### src/hdl/bsm_pkg.sv
// ----------------------------------------------------------------------------
// bsm_pkg
// shared types, address map constants and command codes of the memory map
// ----------------------------------------------------------------------------
package bsm_pkg;

    // port bank bits
    localparam logic [7:0] LORAM_BIT  = 8'h01;
    localparam logic [7:0] HIRAM_BIT  = 8'h02;
    localparam logic [7:0] CHAREN_BIT = 8'h04;

    // address map
    localparam logic [15:0] ADDR_DDR      = 16'h0000;
    localparam logic [15:0] ADDR_PORT     = 16'h0001;
    localparam logic [15:0] ADDR_ROM_A_LO = 16'hA000;
    localparam logic [15:0] ADDR_ROM_A_HI = 16'hBFFF;
    localparam logic [15:0] ADDR_IO_LO    = 16'hD000;
    localparam logic [15:0] ADDR_IO_HI    = 16'hDFFF;
    localparam logic [15:0] ADDR_VID_HI   = 16'hD3FF;
    localparam logic [15:0] ADDR_COL_LO   = 16'hD800;
    localparam logic [15:0] ADDR_COL_HI   = 16'hDBFF;
    localparam logic [15:0] ADDR_ROM_E_LO = 16'hE000;
    localparam logic [5:0]  VID_REG_MASK  = 6'h3F;
    localparam logic [3:0]  COL_MASK      = 4'hF;

    // store address widths
    localparam int RAM_AW   = 16;
    localparam int ROMA_AW  = 13;
    localparam int ROME_AW  = 13;
    localparam int GLYPH_AW = 12;
    localparam int COL_AW   = 10;
    localparam int COL_DW   = 4;

    // queue between front and back
    localparam int QUEUE_DEPTH = 2;
    localparam int QUEUE_PW    = (QUEUE_DEPTH > 1) ? $clog2(QUEUE_DEPTH) : 1;
    localparam int QUEUE_CW    = $clog2(QUEUE_DEPTH + 1);

    // func codes
    localparam logic [1:0] FUNC_READ  = 2'd0;
    localparam logic [1:0] FUNC_WRITE = 2'd1;
    localparam logic [1:0] FUNC_LOAD  = 2'd2;

    // video access codes
    localparam logic [1:0] VACC_NONE  = 2'd0;
    localparam logic [1:0] VACC_READ  = 2'd1;
    localparam logic [1:0] VACC_WRITE = 2'd2;

    typedef struct packed {
        logic [1:0]  func;
        logic [15:0] addr;
        logic [7:0]  write_data;
    } in_item_t;

    typedef struct packed {
        logic [7:0] read_data;
        logic [1:0] video_access;
        logic [5:0] video_reg;
    } out_item_t;

    typedef enum logic [3:0] {
        OP_CONST,
        OP_RAM_RD,
        OP_RAM_WR,
        OP_ROMA_RD,
        OP_ROMA_WR,
        OP_ROME_RD,
        OP_ROME_WR,
        OP_GLYPH_RD,
        OP_GLYPH_WR,
        OP_COL_RD,
        OP_COL_WR
    } op_t;

    typedef struct packed {
        op_t         op;
        logic [15:0] addr;
        logic [7:0]  wdata;
        logic [7:0]  rdata;
        logic [1:0]  vacc;
        logic [5:0]  vreg;
    } cmd_t;

endpackage

### src/hdl/bsm_front.sv
// ----------------------------------------------------------------------------
// bsm_front
// holds the port registers and classifies each accepted item into a command
// ----------------------------------------------------------------------------
module bsm_front (
    input  logic              clk,
    input  logic              rst_n,
    input  logic              accept,
    input  bsm_pkg::in_item_t item,
    output bsm_pkg::cmd_t     cmd
);

    logic [7:0] ddr_reg, ddr_next;
    logic [7:0] latch_reg, latch_next;
    logic [7:0] eff_port;
    logic       lo, hi, charen;
    logic       in_rom_a, in_io, in_rom_e, in_vid, in_col;

    assign eff_port = (latch_reg & ddr_reg) | ~ddr_reg;
    assign lo       = (eff_port & bsm_pkg::LORAM_BIT) != 8'h00;
    assign hi       = (eff_port & bsm_pkg::HIRAM_BIT) != 8'h00;
    assign charen   = (eff_port & bsm_pkg::CHAREN_BIT) != 8'h00;

    assign in_rom_a = item.addr >= bsm_pkg::ADDR_ROM_A_LO && item.addr <= bsm_pkg::ADDR_ROM_A_HI;
    assign in_io    = item.addr >= bsm_pkg::ADDR_IO_LO && item.addr <= bsm_pkg::ADDR_IO_HI;
    assign in_rom_e = item.addr >= bsm_pkg::ADDR_ROM_E_LO;
    assign in_vid   = in_io && item.addr <= bsm_pkg::ADDR_VID_HI;
    assign in_col   = item.addr >= bsm_pkg::ADDR_COL_LO && item.addr <= bsm_pkg::ADDR_COL_HI;

    always_comb
    begin
        cmd       = '0;
        cmd.op    = bsm_pkg::OP_CONST;
        cmd.addr  = item.addr;
        cmd.wdata = item.write_data;
        priority if (item.func == bsm_pkg::FUNC_READ)
        begin
            priority if (item.addr == bsm_pkg::ADDR_DDR)
                cmd.rdata = ddr_reg;
            else if (item.addr == bsm_pkg::ADDR_PORT)
                cmd.rdata = eff_port;
            else if (in_rom_a)
                cmd.op = (lo && hi) ? bsm_pkg::OP_ROMA_RD : bsm_pkg::OP_RAM_RD;
            else if (in_io)
            begin
                priority if (!lo && !hi)
                    cmd.op = bsm_pkg::OP_RAM_RD;
                else if (!charen)
                    cmd.op = bsm_pkg::OP_GLYPH_RD;
                else if (in_vid)
                begin
                    cmd.vacc = bsm_pkg::VACC_READ;
                    cmd.vreg = item.addr[5:0] & bsm_pkg::VID_REG_MASK;
                end
                else if (in_col)
                    cmd.op = bsm_pkg::OP_COL_RD;
                else
                    cmd.op = bsm_pkg::OP_CONST;
            end
            else if (in_rom_e)
                cmd.op = hi ? bsm_pkg::OP_ROME_RD : bsm_pkg::OP_RAM_RD;
            else
                cmd.op = bsm_pkg::OP_RAM_RD;
        end
        else if (item.func == bsm_pkg::FUNC_WRITE)
        begin
            priority if (item.addr == bsm_pkg::ADDR_DDR || item.addr == bsm_pkg::ADDR_PORT)
                cmd.op = bsm_pkg::OP_CONST;
            else if (in_io && (lo || hi) && charen)
            begin
                priority if (in_vid)
                begin
                    cmd.vacc = bsm_pkg::VACC_WRITE;
                    cmd.vreg = item.addr[5:0] & bsm_pkg::VID_REG_MASK;
                end
                else if (in_col)
                    cmd.op = bsm_pkg::OP_COL_WR;
                else
                    cmd.op = bsm_pkg::OP_CONST;
            end
            else
                cmd.op = bsm_pkg::OP_RAM_WR;
        end
        else if (item.func == bsm_pkg::FUNC_LOAD)
        begin
            priority if (in_rom_a)
                cmd.op = bsm_pkg::OP_ROMA_WR;
            else if (in_io)
                cmd.op = bsm_pkg::OP_GLYPH_WR;
            else if (in_rom_e)
                cmd.op = bsm_pkg::OP_ROME_WR;
            else
                cmd.op = bsm_pkg::OP_CONST;
        end
        else
            cmd.op = bsm_pkg::OP_CONST;
    end

    // port registers change at accept so the next item sees the new map
    always_comb
    begin
        ddr_next   = ddr_reg;
        latch_next = latch_reg;
        if (accept && item.func == bsm_pkg::FUNC_WRITE)
        begin
            if (item.addr == bsm_pkg::ADDR_DDR)
                ddr_next = item.write_data;
            if (item.addr == bsm_pkg::ADDR_PORT)
                latch_next = item.write_data;
        end
    end

    always_ff @(posedge clk or negedge rst_n)
    begin
        if (!rst_n)
        begin
            ddr_reg   <= '0;
            latch_reg <= '0;
        end
        else
        begin
            ddr_reg   <= ddr_next;
            latch_reg <= latch_next;
        end
    end

endmodule

### config.mk
export PLATFORM = sky130hd
export DESIGN_NAME = bsm_front
export DESIGN_NICKNAME = d
export VERILOG_FILES = /design/src/hdl/bsm_pkg.sv /design/src/hdl/bsm_front.sv
export SDC_FILE = /design/constraint.sdc
export NUM_CORES = 1
export LEC_CHECK = 0
export BUFFER_PORTS_ARGS = -buffer_cell sky130_fd_sc_hd__buf_2
export CAP_MARGIN = 40
export CELL_PAD_IN_SITES_DETAIL_PLACEMENT = 0
export CELL_PAD_IN_SITES_GLOBAL_PLACEMENT = 1
export CORE_MARGIN = 5
export CORE_UTILIZATION = 31
export CTS_CLUSTER_SIZE = 24
export DETAILED_ROUTE_END_ITERATION = 16
export HOLD_SLACK_MARGIN = 0.03
export PLACE_DENSITY = 0.77
export SYNTH_ARGS = -nofsm -noshare
export SYNTH_HDL_FRONTEND = slang
export SYNTH_SLANG_ARGS = --single-unit
### constraint.sdc
create_clock -name clk -period 2.1 [get_ports clk]
set_input_delay 0.315 -clock clk [delete_from_list [all_inputs] [get_ports clk]]
set_output_delay 0.315 -clock clk [all_outputs]
set_load 0.02 [all_outputs]
==> results of run 1 <==
-- layout make-up --
cell class | instances | area, sq um
clock buffers | 3 | 41.3
fillers | 391 | 2130
multi-input cells | 92 | 726
flip-flops and latches | 16 | 400
well taps | 50 | 62.6
repair buffers | 91 | 581
-- metal layers --
layer	track usage [%]	part of all wire, %	wire, um	vias up
met5	0	0	0	-
met4	3.62	0.24	8	0
met3	3.01	13	423	2
met2	20.8	48	1600	55
met1	14.5	39	1320	548
li1	-	-	-	591
-- timing repair --
item | CTS | global route
endpoints found under the hold margin | 16 | 0
gates resized for setup | 13 | 20
hold buffers | 1 | 0
endpoints found under the setup margin | 9 | 19
pin swaps | 4 | 3
buffers inserted | 2 | 1
-- power groups by stage --
stage | Sequential [mW] | Combinational (mW) | Clock [mW]
floorplan | 0.314 | 0.102 | 0
global placement | 0.314 | 0.158 | 0
detailed placement | 0.314 | 0.158 | 0
finish | 0.309 | 0.170 | 0.215
CTS | 0.308 | 0.160 | 0.226
global route | 0.308 | 0.183 | 0.239
-- critical path, cell delays in order, from the launching register on --
cell and delay, ns:
dfrtp_1 0.37, nor4bb_4 0.17, or4_4 0.52, nor4b_4 0.37, and2_1 0.20, buf_6 0.12
-- final timing paths --
check | from | slack (ns) | end
max | ddr_reg[1]$_DFFE_PN0P_ | -0.20 | cmd[1]
min | item[5] | 0.31 | latch_reg[5]$_DFFE_PN0P_
max reg2reg | ddr_reg[1]$_DFFE_PN0P_ | 1.08 | ddr_reg[1]$_DFFE_PN0P_
min reg2reg | latch_reg[4]$_DFFE_PN0P_ | 0.49 | latch_reg[4]$_DFFE_PN0P_
max in group asynchronous | rst_n | 1.35 | ddr_reg[3]$_DFFE_PN0P_
min in group asynchronous | rst_n | 0.50 | ddr_reg[4]$_DFFE_PN0P_
-- synth_stat cells (all sizes together), types with 3 or more instances --
cell | number | area, sq um
and2 | 7 | 43.8
buf | 25 | 185
dfrtp | 16 | 400
mux2 | 16 | 180
nand2 | 7 | 26.3
nand2b | 3 | 18.8
nand3 | 3 | 15.0
nor2 | 17 | 63.8
nor2b | 5 | 33.8
nor3 | 7 | 35.0
nor4 | 3 | 18.8
-- cells by family (layout without fill, tap and decap cells) --
group                  after synthesis  after routing
DFF                                 16             16
AOI/OAI and AO/OA                   10             10
and+or+nand+nor                     65             65
muxes                               17             17
buffers and inverters               27             94
-- per-stage QoR --
step                setup TNS, ns  utilization [%]  hold slack (ns)
floorplan                       0                -           0.0194
global placement           -0.408             40.7            0.241
detailed placement         -0.462             40.7            0.238
CTS                         -1.75             43.5            0.306
global route                -2.71             45.9            0.310
finish                      -1.61             45.9            0.309
==> results.md, run 1 <==
* Status: complete, but fails checks
* Failing checks: setup timing
* Starting Density at 31.7%
* Lkg Pwr at 0.957 nW
* Net Sw Frac at 27.5%
* Final Setup Violations at 9
* Most common cell after layout, fill and taps aside: buf_2
* Post-synthesis register bit count at 16
* Hold Path Depth at 2
* First-pass GRT wire length at 5150 um
* Final Cycle Share at 109%
* Port bufs at 72
* Cell area after placement at 0.00161 sq mm
* Largest family of logic cells by synthesized area: simple AND/OR/NAND/NOR gates
* CTS Root Cell: clkbuf_8
* Simple-Gate Fraction of Synth Area at 31.9%
* Clk buf depth at 2
* Final WL at 3350 um
* FMAX at 0.435 GHz
* Via/cell ratio at 4.75
* Peak VDD IR at 0.000296 V
* Power share of the clock group at 31.0%
* Compound-Gate Fraction of Synth Area at 5.41%
* Sequential share of power at 44.5%
* Yosys cell types at 35
* Final GP Congestion at 0.780
* EDFF count, synth at 0
* Largest net degree at the start of global routing at 20
* Area Growth Syn to Fin at 44.8%
* Layout Cells excl Fill at 252
* Worst-Margin Slew at 0.343 ns
* Startpoint Class: flip-flop
* Crit Path Class: reg -> out
* Initial antenna violation count at 0
* Final Slew Violations at 0
* Skew final at 0 ns
* Pint at 0.503 mW
* Leading register cell type out of synthesis: dfrtp_1
* IO Count at 73
* Die Ht at 73.5 um
* Die width at 73.5 um
* Post-synthesis mux area share at 15.2%
* Clock latency on the worst-skew pair at 0.24 ns
* CTS clk-pin slew, worst paths at 0.05 ns
* Total iterations of the first detailed-routing run at 4
* Total track usage at 12.0%
* RSZ-0062 raised after global routing: yes
* Count of yosys warnings during synthesis at 0
* Worst Path Max Fanout at 6
* Commonest cells after routing, fill and taps aside: buf_2 (59), buf_4 (22), nor2_1 (16), mux2_1 (16), dfrtp_1 (16)
* Fin crit period at 2.30 ns
* Combinational share of power at 24.5%
* Total grt overflow at 0
* Core area at 0.00394 sq mm
* Vias in the first global route at 1,111
* Post-Synthesis Net Count at 164
* # diodes at 0
* Mean Syn Cell Area at 9.26 sq um
* Mapped Cells at 135
* Adder-Cell Fraction of Synth Area at 0%
* Sequential-to-total area share from yosys stat at 32.0%
* DR iter-0 viols at 43
* Hpwl dp at 2650 um
* Die area at 0.00540 sq mm
* Final hold vios at 0
* NetSw at 0.191 mW
* Vias at 1,196
* Reg2Reg Depth at 3
* Row count at 23
* Final #Nets at 233
* Hold crit path type: in -> reg
* CTS tree: yes
* Post-Layout Inst Area at 0.00181 sq mm
* Dpl cells at 245
* Post-route DRC at 0
* WP data required at 1.78 ns
* Dpl ws at -0.0711 ns
* Avg WL per Cell at 13.3 um
* Ys async rst share at 100%
* Setup crit end kind: primary output
* CP arrival at 1.98 ns
* Pwr Density at 383 mW/mm^2
* Share of layout cells above drive strength 1 at 53.0%
* Overall Power at 0.694 mW
* DRT antenna net count at 0
* Synth Cell Area at 0.00125 sq mm
* XOR/XNOR Fraction of Synth Area at 0%
* TritonCTS Buffers at 3
* H-Tree Level Count at 1
* Worst setup margin at -0.199 ns
* Max-slew headroom at 77.1%
* Max-cap violations at 0
* # clock sinks at 16
No activity file was read; power rests on OpenSTA's default activity.
==> run 2, diff against run 1 <==
--- a/config.mk
+++ b/config.mk
@@ -5,7 +5,7 @@
 export SDC_FILE = /design/constraint.sdc
 export NUM_CORES = 1
 export LEC_CHECK = 0
-export BUFFER_PORTS_ARGS = -buffer_cell sky130_fd_sc_hd__buf_2
+export BUFFER_PORTS_ARGS = -buffer_cell sky130_fd_sc_hd__buf_4
 export CAP_MARGIN = 40
 export CELL_PAD_IN_SITES_DETAIL_PLACEMENT = 0
 export CELL_PAD_IN_SITES_GLOBAL_PLACEMENT = 1
==> results.md, run 2 (synthesized netlist as in run 1, its figures left out) <==
* # clock sinks at 16 (unchanged)
* Via/cell ratio at 4.84 (+2.1%)
* CTS clk-pin slew, worst paths at 0.06 ns (about the same)
* R2R Setup Slk at 1.20 ns (+0.12 ns)
* Fin crit period at 2.37 ns (+0.0710 ns)
* Peak VDD IR at 0.000461 V (+56%)
* Crit Path Class: reg -> out
* Area Growth Syn to Fin at 56.6%
* CTS tree: yes
* Total iterations of the first detailed-routing run at 4 (unchanged)
* RSZ-0062 raised after global routing: yes
* Skew final at 0 ns (unchanged)
* Dpl ws at -0.134 ns (-0.0631 ns)
* Failing checks: setup timing
* Largest net degree at the start of global routing at 20 (unchanged)
* Status: complete, but fails checks
* Final GP Congestion at 0.824 (+5.7%)
* Layout Cells excl Fill at 250 (-0.79%)
* Start point of the worst hold path: item[5]
* Final #Nets at 230 (-1.3%)
* # diodes at 0 (unchanged)
* Lkg Pwr at 0.999 nW (+4.4%)
* CTS Root Cell: clkbuf_8
* Max-cap violations at 0 (unchanged)
* Worst-Margin Slew at 0.329 ns (-0.0135 ns)
* Total track usage at 12.9% (+0.94 points)
* FF-to-FF Start: ddr_reg[0]$_DFFE_PN0P_
* Total grt overflow at 0 (unchanged)
* Final Slew Violations at 0 (unchanged)
* Max incr delay on CP at 0.57 ns (+0.05 ns)
* CP bufs+invs at 1 (unchanged)
* DR iter-0 viols at 39 (-9.3%)
* Pwr Density at 391 mW/mm^2 (+2.0%)
* Dpl cells at 243 (-0.82%)
* Worst setup margin at -0.270 ns (-0.0710 ns)
* IO Count at 73 (unchanged)
* Reg2Reg Depth at 2 (-1)
* Startpoint Class: flip-flop
* Final Cycle Share at 113% (+3.4 points)
* Worst Path Max Fanout at 3 (-3)
* Row count at 23 (unchanged)
* Initial antenna violation count at 0 (unchanged)
* FMAX at 0.422 GHz (-3.0%)
* Final WL at 3670 um (+9.6%)
* Core area at 0.00394 sq mm (unchanged)
* Clock latency on the worst-skew pair at 0.24 ns (about the same)
* Hold Path Depth at 2 (unchanged)
* Die area at 0.00540 sq mm (unchanged)
* Most common cell after layout, fill and taps aside: buf_4
* Commonest cells after routing, fill and taps aside: buf_4 (78), nor2_1 (16), mux2_1 (16), dfrtp_1 (16), buf_6 (8)
* Delay-heaviest family, CP: simple AND/OR/NAND/NOR gates
* Clk buf depth at 2 (unchanged)
* Port bufs at 72 (unchanged)
* Critical Path, Cell by Cell: nor4bb_4 > or4_4 > or3b_4 > nor2b_4 > buf_6
* Share of layout cells above drive strength 1 at 55.5% (+2.5 points)
* Die Ht at 73.5 um (unchanged)
* WP data required at 1.78 ns (about the same)
* Hold crit path type: in -> reg
* CP max stage cell: or4_4
* TritonCTS Buffers at 3 (unchanged)
* Hold path endpoint: latch_reg[5]$_DFFE_PN0P_
* CP arrival at 2.05 ns (+0.07 ns)
* First-pass GRT wire length at 5650 um (+9.8%)
* Post-route DRC at 0 (unchanged)
* Reg2reg end: ddr_reg[0]$_DFFE_PN0P_
* Starting Density at 31.7% (unchanged)
* H-Tree Level Count at 1 (unchanged)
* Max-slew headroom at 78.0% (+0.90 points)
* DRT antenna net count at 0 (unchanged)
* Die width at 73.5 um (unchanged)
* Vias in the first global route at 1,222 (+10%)
* Final Setup Violations at 8 (-1)
* Avg WL per Cell at 14.7 um (+10%)
* Hpwl dp at 2980 um (+13%)
* Final hold vios at 0 (unchanged)
* Setup crit end kind: primary output
* Vias at 1,211 (+1.3%)
## run 2: cell types whose count changed in the layout (fill, tap and decap cells not counted), moves of 6 or more
cell / delta
and2_4: +6
buf_2: -59
and2_1: -6
buf_4: +56
## run 2: where the power goes
part | internal, mW | total [mW] | switching [mW]
Clock | 0.166 | 0.259 | 0.0933
Combinational | 0.0940 | 0.197 | 0.103
Sequential | 0.308 | 0.308 | 0.0000208
Total | 0.568 | 0.765 | 0.196
## run 2: per-layer routing
| metal | up-vias | GRT usage, % | routed length [um] |
|---|---|---|---|
| met5 | - | 0 | 0 |
| met4 | 0 | 2.41 | 32 |
| li1 | 583 | - | - |
| met2 | 67 | 24.6 | 1780 |
| met1 | 557 | 14.9 | 1420 |
| met3 | 4 | 2.33 | 437 |
## run 2: area by class of cell
cell class | instances | area (sq um)
fillers | 370 | 1990
multi-input cells | 92 | 733
repair buffers | 88 | 706
flip-flops and latches | 16 | 400
well taps | 50 | 62.6
clock buffers | 4 | 55.1
## run 2: worst reg2reg max path, delay by kind of cell, from the launching register on
kind	cells	cell delay [ns]
flops	1	0.37
mux	1	0.27
buf+inv	1	0.14
## run 2: what timing repair did
item	CTS	global route
pin swaps	2	11
hold endpoints to repair	16	0
hold buffers	1	0
gates resized for setup	9	16
setup endpoints to repair	14	17
buffers inserted	1	1
## run 2: worst max path at each step
stage	startpoint	depth (start not counted)	to	slack (ns)
floorplan	item[21]	4	cmd[6]	0.04
global placement	item[21]	6	cmd[2]	-0.11
detailed placement	item[21]	6	cmd[4]	-0.13
CTS	ddr_reg[1]$_DFFE_PN0P_	6	cmd[2]	-0.25
global route	ddr_reg[0]$_DFFE_PN0P_	6	cmd[4]	-0.35
finish	ddr_reg[0]$_DFFE_PN0P_	5	cmd[7]	-0.27
## run 2: stage by stage
stage               hold slack (ns)  area, sq um  setup TNS, ns  util, %  total power [mW]
finish                        0.301         1960          -2.09     49.6             0.765
global route                  0.311         1960          -2.73     49.6             0.796
CTS                           0.299         1880          -1.97     47.8             0.774
detailed placement            0.181         1770         -0.889     44.9             0.505
global placement              0.178         1770         -0.717     44.9             0.503
floorplan                    0.0194         1250              0        -             0.416
