### src/hdl/bsm_pkg.sv
// ----------------------------------------------------------------------------
// bsm_pkg
// shared types, address map constants and command codes of the memory map
// ----------------------------------------------------------------------------
package bsm_pkg;

    // port bank bits
    localparam logic [7:0] LORAM_BIT  = 8'h01;
    localparam logic [7:0] HIRAM_BIT  = 8'h02;
    localparam logic [7:0] CHAREN_BIT = 8'h04;

    // address map
    localparam logic [15:0] ADDR_DDR      = 16'h0000;
    localparam logic [15:0] ADDR_PORT     = 16'h0001;
    localparam logic [15:0] ADDR_ROM_A_LO = 16'hA000;
    localparam logic [15:0] ADDR_ROM_A_HI = 16'hBFFF;
    localparam logic [15:0] ADDR_IO_LO    = 16'hD000;
    localparam logic [15:0] ADDR_IO_HI    = 16'hDFFF;
    localparam logic [15:0] ADDR_VID_HI   = 16'hD3FF;
    localparam logic [15:0] ADDR_COL_LO   = 16'hD800;
    localparam logic [15:0] ADDR_COL_HI   = 16'hDBFF;
    localparam logic [15:0] ADDR_ROM_E_LO = 16'hE000;
    localparam logic [5:0]  VID_REG_MASK  = 6'h3F;
    localparam logic [3:0]  COL_MASK      = 4'hF;

    // store address widths
    localparam int RAM_AW   = 16;
    localparam int ROMA_AW  = 13;
    localparam int ROME_AW  = 13;
    localparam int GLYPH_AW = 12;
    localparam int COL_AW   = 10;
    localparam int COL_DW   = 4;

    // queue between front and back
    localparam int QUEUE_DEPTH = 2;
    localparam int QUEUE_PW    = (QUEUE_DEPTH > 1) ? $clog2(QUEUE_DEPTH) : 1;
    localparam int QUEUE_CW    = $clog2(QUEUE_DEPTH + 1);

    // func codes
    localparam logic [1:0] FUNC_READ  = 2'd0;
    localparam logic [1:0] FUNC_WRITE = 2'd1;
    localparam logic [1:0] FUNC_LOAD  = 2'd2;

    // video access codes
    localparam logic [1:0] VACC_NONE  = 2'd0;
    localparam logic [1:0] VACC_READ  = 2'd1;
    localparam logic [1:0] VACC_WRITE = 2'd2;

    typedef struct packed {
        logic [1:0]  func;
        logic [15:0] addr;
        logic [7:0]  write_data;
    } in_item_t;

    typedef struct packed {
        logic [7:0] read_data;
        logic [1:0] video_access;
        logic [5:0] video_reg;
    } out_item_t;

    typedef enum logic [3:0] {
        OP_CONST,
        OP_RAM_RD,
        OP_RAM_WR,
        OP_ROMA_RD,
        OP_ROMA_WR,
        OP_ROME_RD,
        OP_ROME_WR,
        OP_GLYPH_RD,
        OP_GLYPH_WR,
        OP_COL_RD,
        OP_COL_WR
    } op_t;

    typedef struct packed {
        op_t         op;
        logic [15:0] addr;
        logic [7:0]  wdata;
        logic [7:0]  rdata;
        logic [1:0]  vacc;
        logic [5:0]  vreg;
    } cmd_t;

endpackage

### src/hdl/bsm_queue.sv
// ----------------------------------------------------------------------------
// bsm_queue
// short command queue between front and back
// ----------------------------------------------------------------------------
module bsm_queue (
    input  logic          clk,
    input  logic          rst_n,
    input  logic          push,
    input  bsm_pkg::cmd_t push_cmd,
    input  logic          pop,
    output bsm_pkg::cmd_t pop_cmd,
    output logic          empty,
    output logic          full
);

    bsm_pkg::cmd_t                 slot_reg [bsm_pkg::QUEUE_DEPTH];
    logic [bsm_pkg::QUEUE_PW-1:0]  wr_ptr_reg, wr_ptr_next;
    logic [bsm_pkg::QUEUE_PW-1:0]  rd_ptr_reg, rd_ptr_next;
    logic [bsm_pkg::QUEUE_CW-1:0]  count_reg, count_next;
    logic                          do_push, do_pop;

    assign empty   = count_reg == '0;
    assign full    = count_reg == bsm_pkg::QUEUE_CW'(bsm_pkg::QUEUE_DEPTH);
    assign do_push = push && !full;
    assign do_pop  = pop && !empty;
    assign pop_cmd = slot_reg[rd_ptr_reg];

    function automatic logic [bsm_pkg::QUEUE_PW-1:0] ptr_inc(
        input logic [bsm_pkg::QUEUE_PW-1:0] p
    );
        ptr_inc = (p == bsm_pkg::QUEUE_PW'(bsm_pkg::QUEUE_DEPTH - 1)) ? '0 : p + 1'b1;
    endfunction

    always_comb
    begin
        wr_ptr_next = do_push ? ptr_inc(wr_ptr_reg) : wr_ptr_reg;
        rd_ptr_next = do_pop ? ptr_inc(rd_ptr_reg) : rd_ptr_reg;
        count_next  = count_reg;
        if (do_push && !do_pop)
            count_next = count_reg + 1'b1;
        else if (do_pop && !do_push)
            count_next = count_reg - 1'b1;
    end

    always_ff @(posedge clk or negedge rst_n)
    begin
        if (!rst_n)
        begin
            wr_ptr_reg <= '0;
            rd_ptr_reg <= '0;
            count_reg  <= '0;
        end
        else
        begin
            wr_ptr_reg <= wr_ptr_next;
            rd_ptr_reg <= rd_ptr_next;
            count_reg  <= count_next;
        end
    end

    always_ff @(posedge clk)
    begin
        if (do_push)
            slot_reg[wr_ptr_reg] <= push_cmd;
    end

endmodule

### config.mk
export PLATFORM = sky130hd
export DESIGN_NAME = bsm_queue
export DESIGN_NICKNAME = d
export VERILOG_FILES = /design/src/hdl/bsm_pkg.sv /design/src/hdl/bsm_queue.sv
export SDC_FILE = /design/constraint.sdc
export NUM_CORES = 1
export LEC_CHECK = 0
export BUFFER_PORTS_ARGS = -buffer_cell sky130_fd_sc_hd__buf_2
export CORE_MARGIN = 4
export CORE_UTILIZATION = 52
export CTS_CLUSTER_DIAMETER = 50
export DETAILED_ROUTE_END_ITERATION = 7
export PLACE_DENSITY = 0.79
export SKIP_CTS_REPAIR_TIMING = 1
export SLEW_MARGIN = 20
export SYNTH_ARGS = -nofsm -noshare
export SYNTH_HDL_FRONTEND = slang
export SYNTH_SLANG_ARGS = --single-unit
### constraint.sdc
create_clock -name clk -period 3.25 [get_ports clk]
set_input_delay 0 -clock clk [delete_from_list [all_inputs] [get_ports clk]]
set_output_delay 0 -clock clk [all_outputs]
set_load 0.05 [all_outputs]
==> run_results.csv, run 1 <==
group,metric,value,unit
power_and_ir_drop,p_int,2.76,mW
cts,clock_latency,0.34,ns
placed_design,numPortBuffers,93,
critical_path,worstSetupPathType,"reg2out",
synth,yosys-top-cells-area,"edfxtp_1, mux2_4, dfrtp_1",
detailed_routing,drc,0,
layout,syn_to_final_growth,33.6,%
job,drv_cap,0,
critical_path,crit_path_start_kind,"flop",
global_routing,grt-ovfl-total,0,
cts,htree_levels,3,
detailed_routing,dr_total_vias,1869,
critical_path,r2r_setup_slack,1.47,ns
cts,cts_buffers,9,
sta,skew,0.00562,ns
detailed_routing,drtPass1Iterations,4,
cts,clock_path_buffers,2,
power_and_ir_drop,seq_power_share,37.8,%
cts,cts_root_buffer,"clkbuf_8",
power_and_ir_drop,p_leak,1.95,nW
placed_design,hpwl,3780,µm
layout,nNetsFinal,354,
layout,finalNonFillerCells,387,
power_and_ir_drop,netSwitchingFraction,40.6,%
synth,synth_area,3570,µm²
layout,layout_common_cells,"buf_2, edfxtp_1, dlygate4sd3_1",
placed_design,dpl_cell_area,4080,µm²
floorplanning,initial_core_util,55.0,%
power_and_ir_drop,power_frac_clock,17.0,%
synth,avgSynthCellArea,22.9,µm²
detailed_routing,antenna_left,0,
critical_path,crit_start,"rd_ptr_reg$_DFFE_PN0P_",
detailed_routing,routed_wl,6230,µm
layout,largest_reg_flops,88,
power_and_ir_drop,combPwrFrac,45.2,%
sta,fin_crit_sh,62.5,%
power_and_ir_drop,p_sw,1.89,mW
global_routing,grt_pass1_wl,8780,µm
synth,synth-seq-area-share,76.8,%
power_and_ir_drop,power,4.65,mW
critical_path,r2r-start,"count_reg[0]$_DFFE_PN0P_",
critical_path,crit_path_top_delay_cell,"dfrtp_2",
critical_path,critPathArrivalTime,2.03,ns
global_routing,antenna_found_initial,0,
critical_path,required,3.25,ns
floorplanning,die_h,90.9,µm
cts,cts.sinks,92,
floorplanning,ioPinCount,94,
detailed_routing,drt_iter0_drc,76,
layout,post-route-util,73.5,%
global_routing,grt_pass1_vias,1819,
cts,path_clk_slew,0.08,ns
layout,mostFrequentLayoutCell,"buf_2",
floorplanning,num_rows,29,
synth,post-synth-top-area-fraction,74.0,%
layout,drive_gt1_share,50.6,%
floorplanning,die_area,8260,µm²
layout,final_area,4770,µm²
placed_design,gp_congestion,0.660,
sta,setup_viol,0,
sta,hold-worst-slack,0.00344,ns
sta,rsz0062_at_grt,"false",
sta,fin_tns_setup,0,ns
sta,maxSlewViolCount,0,
critical_path,timing.rr.end,"slot_reg[0][41]$_DFFE_PP_",
synth,synthesis.instances,156,
synth,syn_nets,205,
power_and_ir_drop,ir_drop,0.678,mV
placed_design,placed_cells,324,
sta,worstMarginPinSlew,0.568,ns
floorplanning,coreArea,6490,µm²
sta,slew_headroom,62.1,%
critical_path,endpoint_kind,"output port",
critical_path,reg2regPathDepth,4,
detailed_routing,wl_per_cell,16.1,µm
global_routing,grt_usage,13.9,%
sta,fin_crit,2.03,ns
layout,num_antenna_cells,0,
critical_path,cp_cell_sequence,"buf_4 -> mux2_2 -> buf_2",
synth,yosysWarnings,0,
sta,setup_slack,1.22,ns
worst_hold_path,hold_class,"in2async",
global_routing,grt_max_degree,45,
synth,yosys.area.top_type,"edfxtp_1",
placed_design,dp_worst_setup_slack,1.35,ns
synth,synth_seq_cells,92,
power_and_ir_drop,power_density,975,nW/µm²
outcome,status,"complete, no violations",
floorplanning,dieWidth,90.9,µm
critical_path,max_stage_delay,0.71,ns
synth,synthDistinctLibCells,15,
critical_path,cp_max_fo,18,
detailed_routing,routed_via_density,4.83,
cts,cts_tree,"built",
sta,hold_viol,0,
sta,fmax,492,MHz
critical path: cells and delay by family, from the launching register on:
kind	cells	cell delay, ns
buffers and inverters	2	0.59
DFF	1	0.71
muxes	1	0.38
how the worst max path moves through the flow:
stage	to	slack, ns
CTS	pop_cmd[27]	1.18
finish	pop_cmd[27]	1.22
floorplan	slot_reg[0][0]$_DFFE_PP_	0.31
global route	pop_cmd[27]	1.14
detailed placement	slot_reg[1][37]$_DFFE_PP_	1.35
global placement	slot_reg[1][23]$_DFFE_PP_	1.38
metal layers:
| metal | routed length [µm] | share of wire (%) | track usage [%] |
|---|---|---|---|
| met5 | 0 | 0 | 0 |
| met4 | 86 | 1.4 | 7.29 |
| met3 | 353 | 5.7 | 4.58 |
| met2 | 3240 | 52 | 22.1 |
| met1 | 2550 | 41 | 16.9 |
area by class of cell:
class,instances,area [µm²]
Inverter,2,7.51
Timing Repair Buffer,143,976
Sequential cell,92,2740
Clock inverter,5,76.3
Clock buffer,11,131
Tap cell,77,96.3
Fill cell,402,1720
Multi-Input combinational cell,57,739
power by group through the flow:
stage                     clock network (mW)  logic (mW)  registers [mW]
after detailed placement                   0        2.04            1.79
after global routing                   0.855        2.20            1.79
after global placement                     0        2.03            1.78
final                                  0.792        2.10            1.76
after floorplan                            0        1.82            1.72
after CTS                              0.810        2.05            1.77
synthesized netlist by cell type (all sizes together):
library cell,number
nand2b,1
nand2,1
mux2,44
dfrtp,4
inv,2
and3,1
xnor2,3
nor2,3
buf,5
ha,1
o21ai,1
xor2,2
edfxtp,88
cell families after synthesis:
kind of cell | share of synthesized area, %
compound gates | 0.140
flops | 76.8
buf+inv | 2.77
simple gates | 0.771
fa+ha+maj | 0.350
xor+xnor | 1.23
mux | 18.0
Note: power is estimated with default switching activity, not from simulation.
==> run 2: changes to the inputs <==
--- a/config.mk
+++ b/config.mk
@@ -5,12 +5,13 @@
 export SDC_FILE = /design/constraint.sdc
 export NUM_CORES = 1
 export LEC_CHECK = 0
+export ABC_AREA = 1
 export BUFFER_PORTS_ARGS = -buffer_cell sky130_fd_sc_hd__buf_2
 export CORE_MARGIN = 4
-export CORE_UTILIZATION = 52
+export CORE_UTILIZATION = 46
 export CTS_CLUSTER_DIAMETER = 50
 export DETAILED_ROUTE_END_ITERATION = 7
-export PLACE_DENSITY = 0.79
+export PLACE_DENSITY = 0.74
 export SKIP_CTS_REPAIR_TIMING = 1
 export SLEW_MARGIN = 20
 export SYNTH_ARGS = -nofsm -noshare
==> constraint.sdc (replaced) <==
create_clock -name clk -period 1.65 [get_ports clk]
set_input_delay 0 -clock clk [delete_from_list [all_inputs] [get_ports clk]]
set_output_delay 0 -clock clk [all_outputs]
set_load 0.05 [all_outputs]
==> run 2 against run 1 <==
  * Synthesized cell count increased by 67%
  * First-iteration DRC count rose by 12%
  * Global-route usage up 0.55 points
  * Register-to-register slack got worse by 1.2 ns
  * Largest power group unchanged
  * Highest routed layer unchanged
==> run_results.csv, run 2 <==
group,metric,value,unit
power_and_ir_drop,power_density,1970,nW/µm²
worst_hold_path,hold_class,"in2async",
synth,synth_seq_cells,92,
critical_path,endpoint_kind,"output port",
synth,avgSynthCellArea,13.2,µm²
critical_path,critPathArrivalTime,1.52,ns
global_routing,grt_pass1_vias,2080,
detailed_routing,drtPass1Iterations,4,
cts,clock_path_buffers,2,
layout,final-seq-area,2750,µm²
critical_path,crit_path_top_delay_cell,"dfrtp_2",
floorplanning,dieWidth,94.5,µm
floorplanning,coreArea,7250,µm²
cts,path_clk_slew,0.08,ns
synth,ys.flop_type,"edfxtp_1",
layout,post-route-util,65.7,%
critical_path,r2r-start,"count_reg[1]$_DFFE_PN0P_",
placed_design,gp_congestion,0.673,
layout,finalNonFillerCells,512,
critical_path,max_stage_delay,0.44,ns
detailed_routing,routed_wl,6710,µm
cts,cts_tree,"built",
detailed_routing,dr_total_vias,2306,
layout,largest_reg_flops,88,
synth,synthDistinctLibCells,18,
synth,synthesis.instances,261,
global_routing,antenna_found_initial,0,
detailed_routing,wl_met1,2800,µm
critical_path,timing.rr.end,"count_reg[1]$_DFFE_PN0P_",
placed_design,dpl_cell_area,4090,µm²
synth,synth_commonest_cells,"nand2_1, edfxtp_1, inv_1",
detailed_routing,wl_met3,376,µm
global_routing,grt-ovfl-total,0,
cts,cts_buffers,9,
sta,fin_crit_sh,92.1,%
floorplanning,ioPinCount,94,
layout,final_area,4760,µm²
layout,n_fill_cell,559,
power_and_ir_drop,ir_drop,1.31,mV
cts,htree_levels,3,
sta,rsz0062_at_grt,"false",
floorplanning,initial_core_util,47.4,%
critical_path,crit_cells,4,
detailed_routing,wl_met2,3450,µm
detailed_routing,drc,0,
critical_path,required,1.65,ns
cts,cts_root_buffer,"clkbuf_8",
critical_path,crit_start,"rd_ptr_reg$_DFFE_PN0P_",
global_routing,grt_pass1_wl,9620,µm
sta,fin_crit,1.52,ns
detailed_routing,drt_iter0_drc,85,
global_routing,grt_max_degree,46,
synth,yosys-top-cells-area,"edfxtp_1, nand2_1, dfrtp_1",
power_and_ir_drop,power,9.38,mW
cts,cts.sinks,92,
synth,post-synth-top-area-fraction,76.8,%
layout,syn_to_final_growth,38.4,%
critical_path,setup.worst_path.end,"pop_cmd[31]",
critical_path,cpMostUsedCell,"nand2_1",
sta,fmax,658,MHz
placed_design,hpwl,4240,µm
sta,skew,0.00725,ns
critical_path,crit_path_start_kind,"flop",
critical_path,cp_cell_sequence,"inv_6 -> nand2_1 -> nand2_1 -> buf_2",
detailed_routing,antenna_left,0,
layout,layout_common_cells,"nand2_1, buf_2, edfxtp_1",
layout,num_antenna_cells,0,
detailed_routing,routed_via_density,4.50,
detailed_routing,top_layer,"met4",
layout,nNetsFinal,457,
sta,hold-worst-slack,0.0163,ns
layout,drive_gt1_share,29.8,%
sta,fin_tns_setup,0,ns
critical_path,worstSetupPathType,"reg2out",
synth,syn_nets,310,
sta,slew_headroom,77.6,%
sta,hold_viol,0,
floorplanning,num_rows,31,
power_and_ir_drop,p_leak,2.05,nW
detailed_routing,wl_per_cell,13.1,µm
critical_path,r2r_setup_slack,0.30,ns
global_routing,grt_usage,14.4,%
placed_design,dp_worst_setup_slack,0.300,ns
layout,mostFrequentLayoutCell,"nand2_1",
synth,synth_edf_count,88,
outcome,status,"complete, no violations",
synth,synthArstFlopShare,4.35,%
placed_design,numPortBuffers,93,
synth,yosysWarnings,0,
placed_design,placed_cells,450,
floorplanning,die_h,94.5,µm
job,drv_cap,0,
sta,worstMarginPinSlew,0.335,ns
sta,setup_viol,0,
critical_path,path_delay_family,"buffers and inverters",
floorplanning,die_area,8930,µm²
layout,multi_input_area,619,µm²
synth,synth-seq-area-share,79.7,%
critical_path,cp_max_fo,45,
synth,yosysMostFrequentCell,"nand2_1",
critical_path,reg2regPathDepth,8,
critical_path,cp_num_buf_inv,2,
synth,synth_area,3440,µm²
cts,clock_latency,0.34,ns
sta,setup_slack,0.131,ns
synth,yosys.area.top_type,"edfxtp_1",
sta,maxSlewViolCount,0,
-- run 2: cell types whose count changed after synthesis, sizes merged --
cell / delta
xor2: -2
nand3: +1
nand2: +140
and3: -1
nand2b: -1
nand4: +1
nand3b: +1
mux2: -44
buf: +4
xnor2: -2
nor2: +1
o21ai: +1
inv: +6
-- run 2: worst min path at each step --
| stage | cells after the start | slack, ns | to |
|---|---|---|---|
| after floorplan | 0 | -0.30 | count_reg[0]$_DFFE_PN0P_ |
| after global placement | 1 | -0.19 | count_reg[1]$_DFFE_PN0P_ |
| after detailed placement | 1 | -0.18 | count_reg[1]$_DFFE_PN0P_ |
| after CTS | 1 | -0.56 | count_reg[0]$_DFFE_PN0P_ |
| after global routing | 2 | 0.0008 | count_reg[0]$_DFFE_PN0P_ |
| final | 2 | 0.02 | count_reg[0]$_DFFE_PN0P_ |
-- run 2: layer usage --
| metal | vias up | global-route usage (%) |
|---|---|---|
| li1 | 1164 | - |
| met2 | 73 | 23.4 |
| met5 | - | 0 |
| met3 | 8 | 3.75 |
| met1 | 1061 | 18.5 |
| met4 | 0 | 6.13 |
-- run 2: logic make-up after synthesis --
logic type	Yosys count	synth area share [%]
compound gates	2	0.291
xor+xnor	1	0.255
fa+ha+maj	1	0.364
buf+inv	17	2.73
flops	92	79.7
simple gates	148	16.7
-- run 2: area by class of cell --
cell class              instances  share of cell area [%]
clock buffers                   9                    2.60
clock inverters                 7                    1.92
inverters                       8                   0.814
flip-flops and latches         92                    57.6
well taps                      99                    2.60
repair buffers                145                    21.4
multi-input cells             152                    13.0
-- run 2: power by group --
| part | leakage (nW) | internal, mW | switching [mW] |
|---|---|---|---|
| sequential | 0.865 | 3.18 | 0.170 |
| clock | 0.0989 | 0.845 | 0.730 |
| combinational | 1.09 | 0.999 | 3.45 |
| total | 2.05 | 5.03 | 4.35 |
==> run 3: changes to the inputs <==
--- a/config.mk
+++ b/config.mk
@@ -7,11 +7,13 @@
 export LEC_CHECK = 0
 export ABC_AREA = 1
 export BUFFER_PORTS_ARGS = -buffer_cell sky130_fd_sc_hd__buf_2
-export CORE_MARGIN = 4
-export CORE_UTILIZATION = 46
+export CELL_PAD_IN_SITES_DETAIL_PLACEMENT = 1
+export CELL_PAD_IN_SITES_GLOBAL_PLACEMENT = 1
+export CORE_MARGIN = 2
+export CORE_UTILIZATION = 37
 export CTS_CLUSTER_DIAMETER = 50
 export DETAILED_ROUTE_END_ITERATION = 7
-export PLACE_DENSITY = 0.74
+export PLACE_DENSITY_LB_ADDON = 0.1
 export SKIP_CTS_REPAIR_TIMING = 1
 export SLEW_MARGIN = 20
 export SYNTH_ARGS = -nofsm -noshare
==> run 3 against run 2 <==
  * Maximum frequency is 2.3% lower
  * Count of clock-buffer cells in the layout stayed put
  * Core utilization down 13 points
  * Critical path depth unchanged
  * Cell area grew 0.10%
  * Combinational power grew 2%
  * Hold slack better by 0.012 ns
  * Highest routed layer unchanged
==> run_results.csv, run 3 (synthesized netlist as in run 2, its figures left out) <==
group,metric,value,unit
critical_path,cp_max_fo,22,
placed_design,hpwl,4760,µm
placed_design,numPortBuffers,93,
critical_path,critPathArrivalTime,1.56,ns
cts,clock_latency,0.34,ns
global_routing,grt_max_degree,46,
global_routing,grt-ovfl-total,0,
floorplanning,die_area,10100,µm²
critical_path,worstSetupPathType,"reg2out",
detailed_routing,drc,0,
detailed_routing,routed_via_density,4.54,
layout,syn_to_final_growth,38.6,%
outcome,status,"complete, no violations",
power_and_ir_drop,power_density,1960,nW/µm²
layout,final-seq-area,2750,µm²
placed_design,gp_congestion,0.698,
power_and_ir_drop,ir_drop,0.898,mV
power_and_ir_drop,combPwrFrac,48.4,%
layout,drive_gt1_share,29.5,%
layout,finalNonFillerCells,524,
sta,maxSlewViolCount,0,
power_and_ir_drop,p_sw,4.47,mW
power_and_ir_drop,netSwitchingFraction,47.8,%
placed_design,dp_worst_setup_slack,0.178,ns
sta,hold_viol,0,
sta,hold-worst-slack,0.0288,ns
floorplanning,ioPinCount,94,
detailed_routing,wl_per_cell,14.9,µm
sta,setup_slack,0.0943,ns
critical_path,endpoint_kind,"output port",
power_and_ir_drop,p_leak,2.04,nW
job,drv_cap,0,
layout,mostFrequentLayoutCell,"nand2_1",
global_routing,grt_pass1_vias,2336,
sta,slew_headroom,81.0,%
floorplanning,dieWidth,100,µm
floorplanning,die_h,100,µm
floorplanning,num_rows,35,
cts,clock_path_buffers,2,
cts,cts.sinks,92,
critical_path,crit_path_start_kind,"flop",
power_and_ir_drop,p_int,4.89,mW
detailed_routing,routed_wl,7800,µm
layout,n_fill_cell,965,
critical_path,required,1.65,ns
sta,skew,0.00458,ns
sta,rsz0062_at_grt,"false",
power_and_ir_drop,seq_power_share,36.0,%
detailed_routing,dr_total_vias,2378,
placed_design,placed_cells,462,
sta,fin_crit_sh,94.3,%
cts,path_clk_slew,0.09,ns
layout,nNetsFinal,458,
cts,cts_root_buffer,"clkbuf_8",
layout,layout_common_cells,"nand2_1, buf_2, edfxtp_1",
detailed_routing,drtPass1Iterations,4,
cts,cts_buffers,9,
detailed_routing,drt_iter0_drc,82,
sta,setup_viol,0,
sta,worstMarginPinSlew,0.283,ns
sta,fin_crit,1.56,ns
layout,multi_input_area,619,µm²
layout,num_antenna_cells,0,
power_and_ir_drop,power_frac_clock,15.6,%
cts,htree_levels,3,
global_routing,grt_usage,14.9,%
global_routing,antenna_found_initial,0,
layout,largest_reg_flops,88,
floorplanning,coreArea,9110,µm²
worst_hold_path,hold_class,"in2reg",
detailed_routing,antenna_left,0,
floorplanning,initial_core_util,37.8,%
sta,fmax,643,MHz
global_routing,grt_pass1_wl,11300,µm
cts,cts_tree,"built",
[run 3: cell types whose count changed in the layout (fill, tap and decap cells not counted), sizes merged]
cell         previous run  this run
bufinv                  2         1
clkinv                  2         1
inv                     7         8
dlygate4sd3            46        47
[run 3: critical path, stage by stage, from the launching register on]
cell     delay, ns
dfrtp_2       0.44
buf_4         0.30
nand2_1       0.11
nand2_1       0.10
buf_2         0.26
[run 3: final timing paths]
path                                          startpoint                  endpoint  slack [ns]  cells past startpoint
worst max-delay path              rd_ptr_reg$_DFFE_PN0P_               pop_cmd[18]        0.09                      4
worst min-delay path                                push    wr_ptr_reg$_DFFE_PN0P_        0.03                      4
worst max register to register  count_reg[1]$_DFFE_PN0P_  slot_reg[0][2]$_DFFE_PP_        0.17                      6
worst min register to register    wr_ptr_reg$_DFFE_PN0P_    wr_ptr_reg$_DFFE_PN0P_        0.50                      2
max in group asynchronous                          rst_n    rd_ptr_reg$_DFFE_PN0P_        0.92                      3
min in group asynchronous                          rst_n  count_reg[1]$_DFFE_PN0P_        0.54                      3
[run 3: final cells by class]
class	count	area share (%)
Clock buffer	9	2.60
Clock inverter	6	1.36
Inverter	8	0.866
Multi-Input combinational cell	152	13.0
Sequential cell	92	57.6
Tap cell	111	2.91
Timing Repair Buffer	146	21.7
[run 3: layer usage]
layer / global-route usage [%] / share of wire, % / vias up
li1: - / - / 1171
met1: 17.7 / 43 / 1148
met2: 26.4 / 53 / 53
met3: 3.97 / 2.8 / 6
met4: 4.43 / 0.78 / 0
met5: 0 / 0 / -
[run 3: power by group through the flow]
stage               clock [mW]  sequential (mW)  combinational [mW]
finish                    1.46             3.36                4.53
CTS                       1.52             3.35                4.50
detailed placement           0             3.41                4.49
floorplan                    0             3.37                3.36
global placement             0             3.38                4.44
global route              1.59             3.42                4.87
[run 3: metrics by stage]
step           instance area [µm²]  setup TNS [ns]  util (%)  total power, mW
6_report                      4770               0      52.3             9.36
3_5_place_dp                  4100               0      45.0             7.90
2_1_floorplan                 3460          -12.79         -             6.73
5_1_grt                       4770               0      52.3             9.88
3_3_place_gp                  4100               0      45.0             7.82
4_1_cts                       4290          -0.528      47.1             9.37
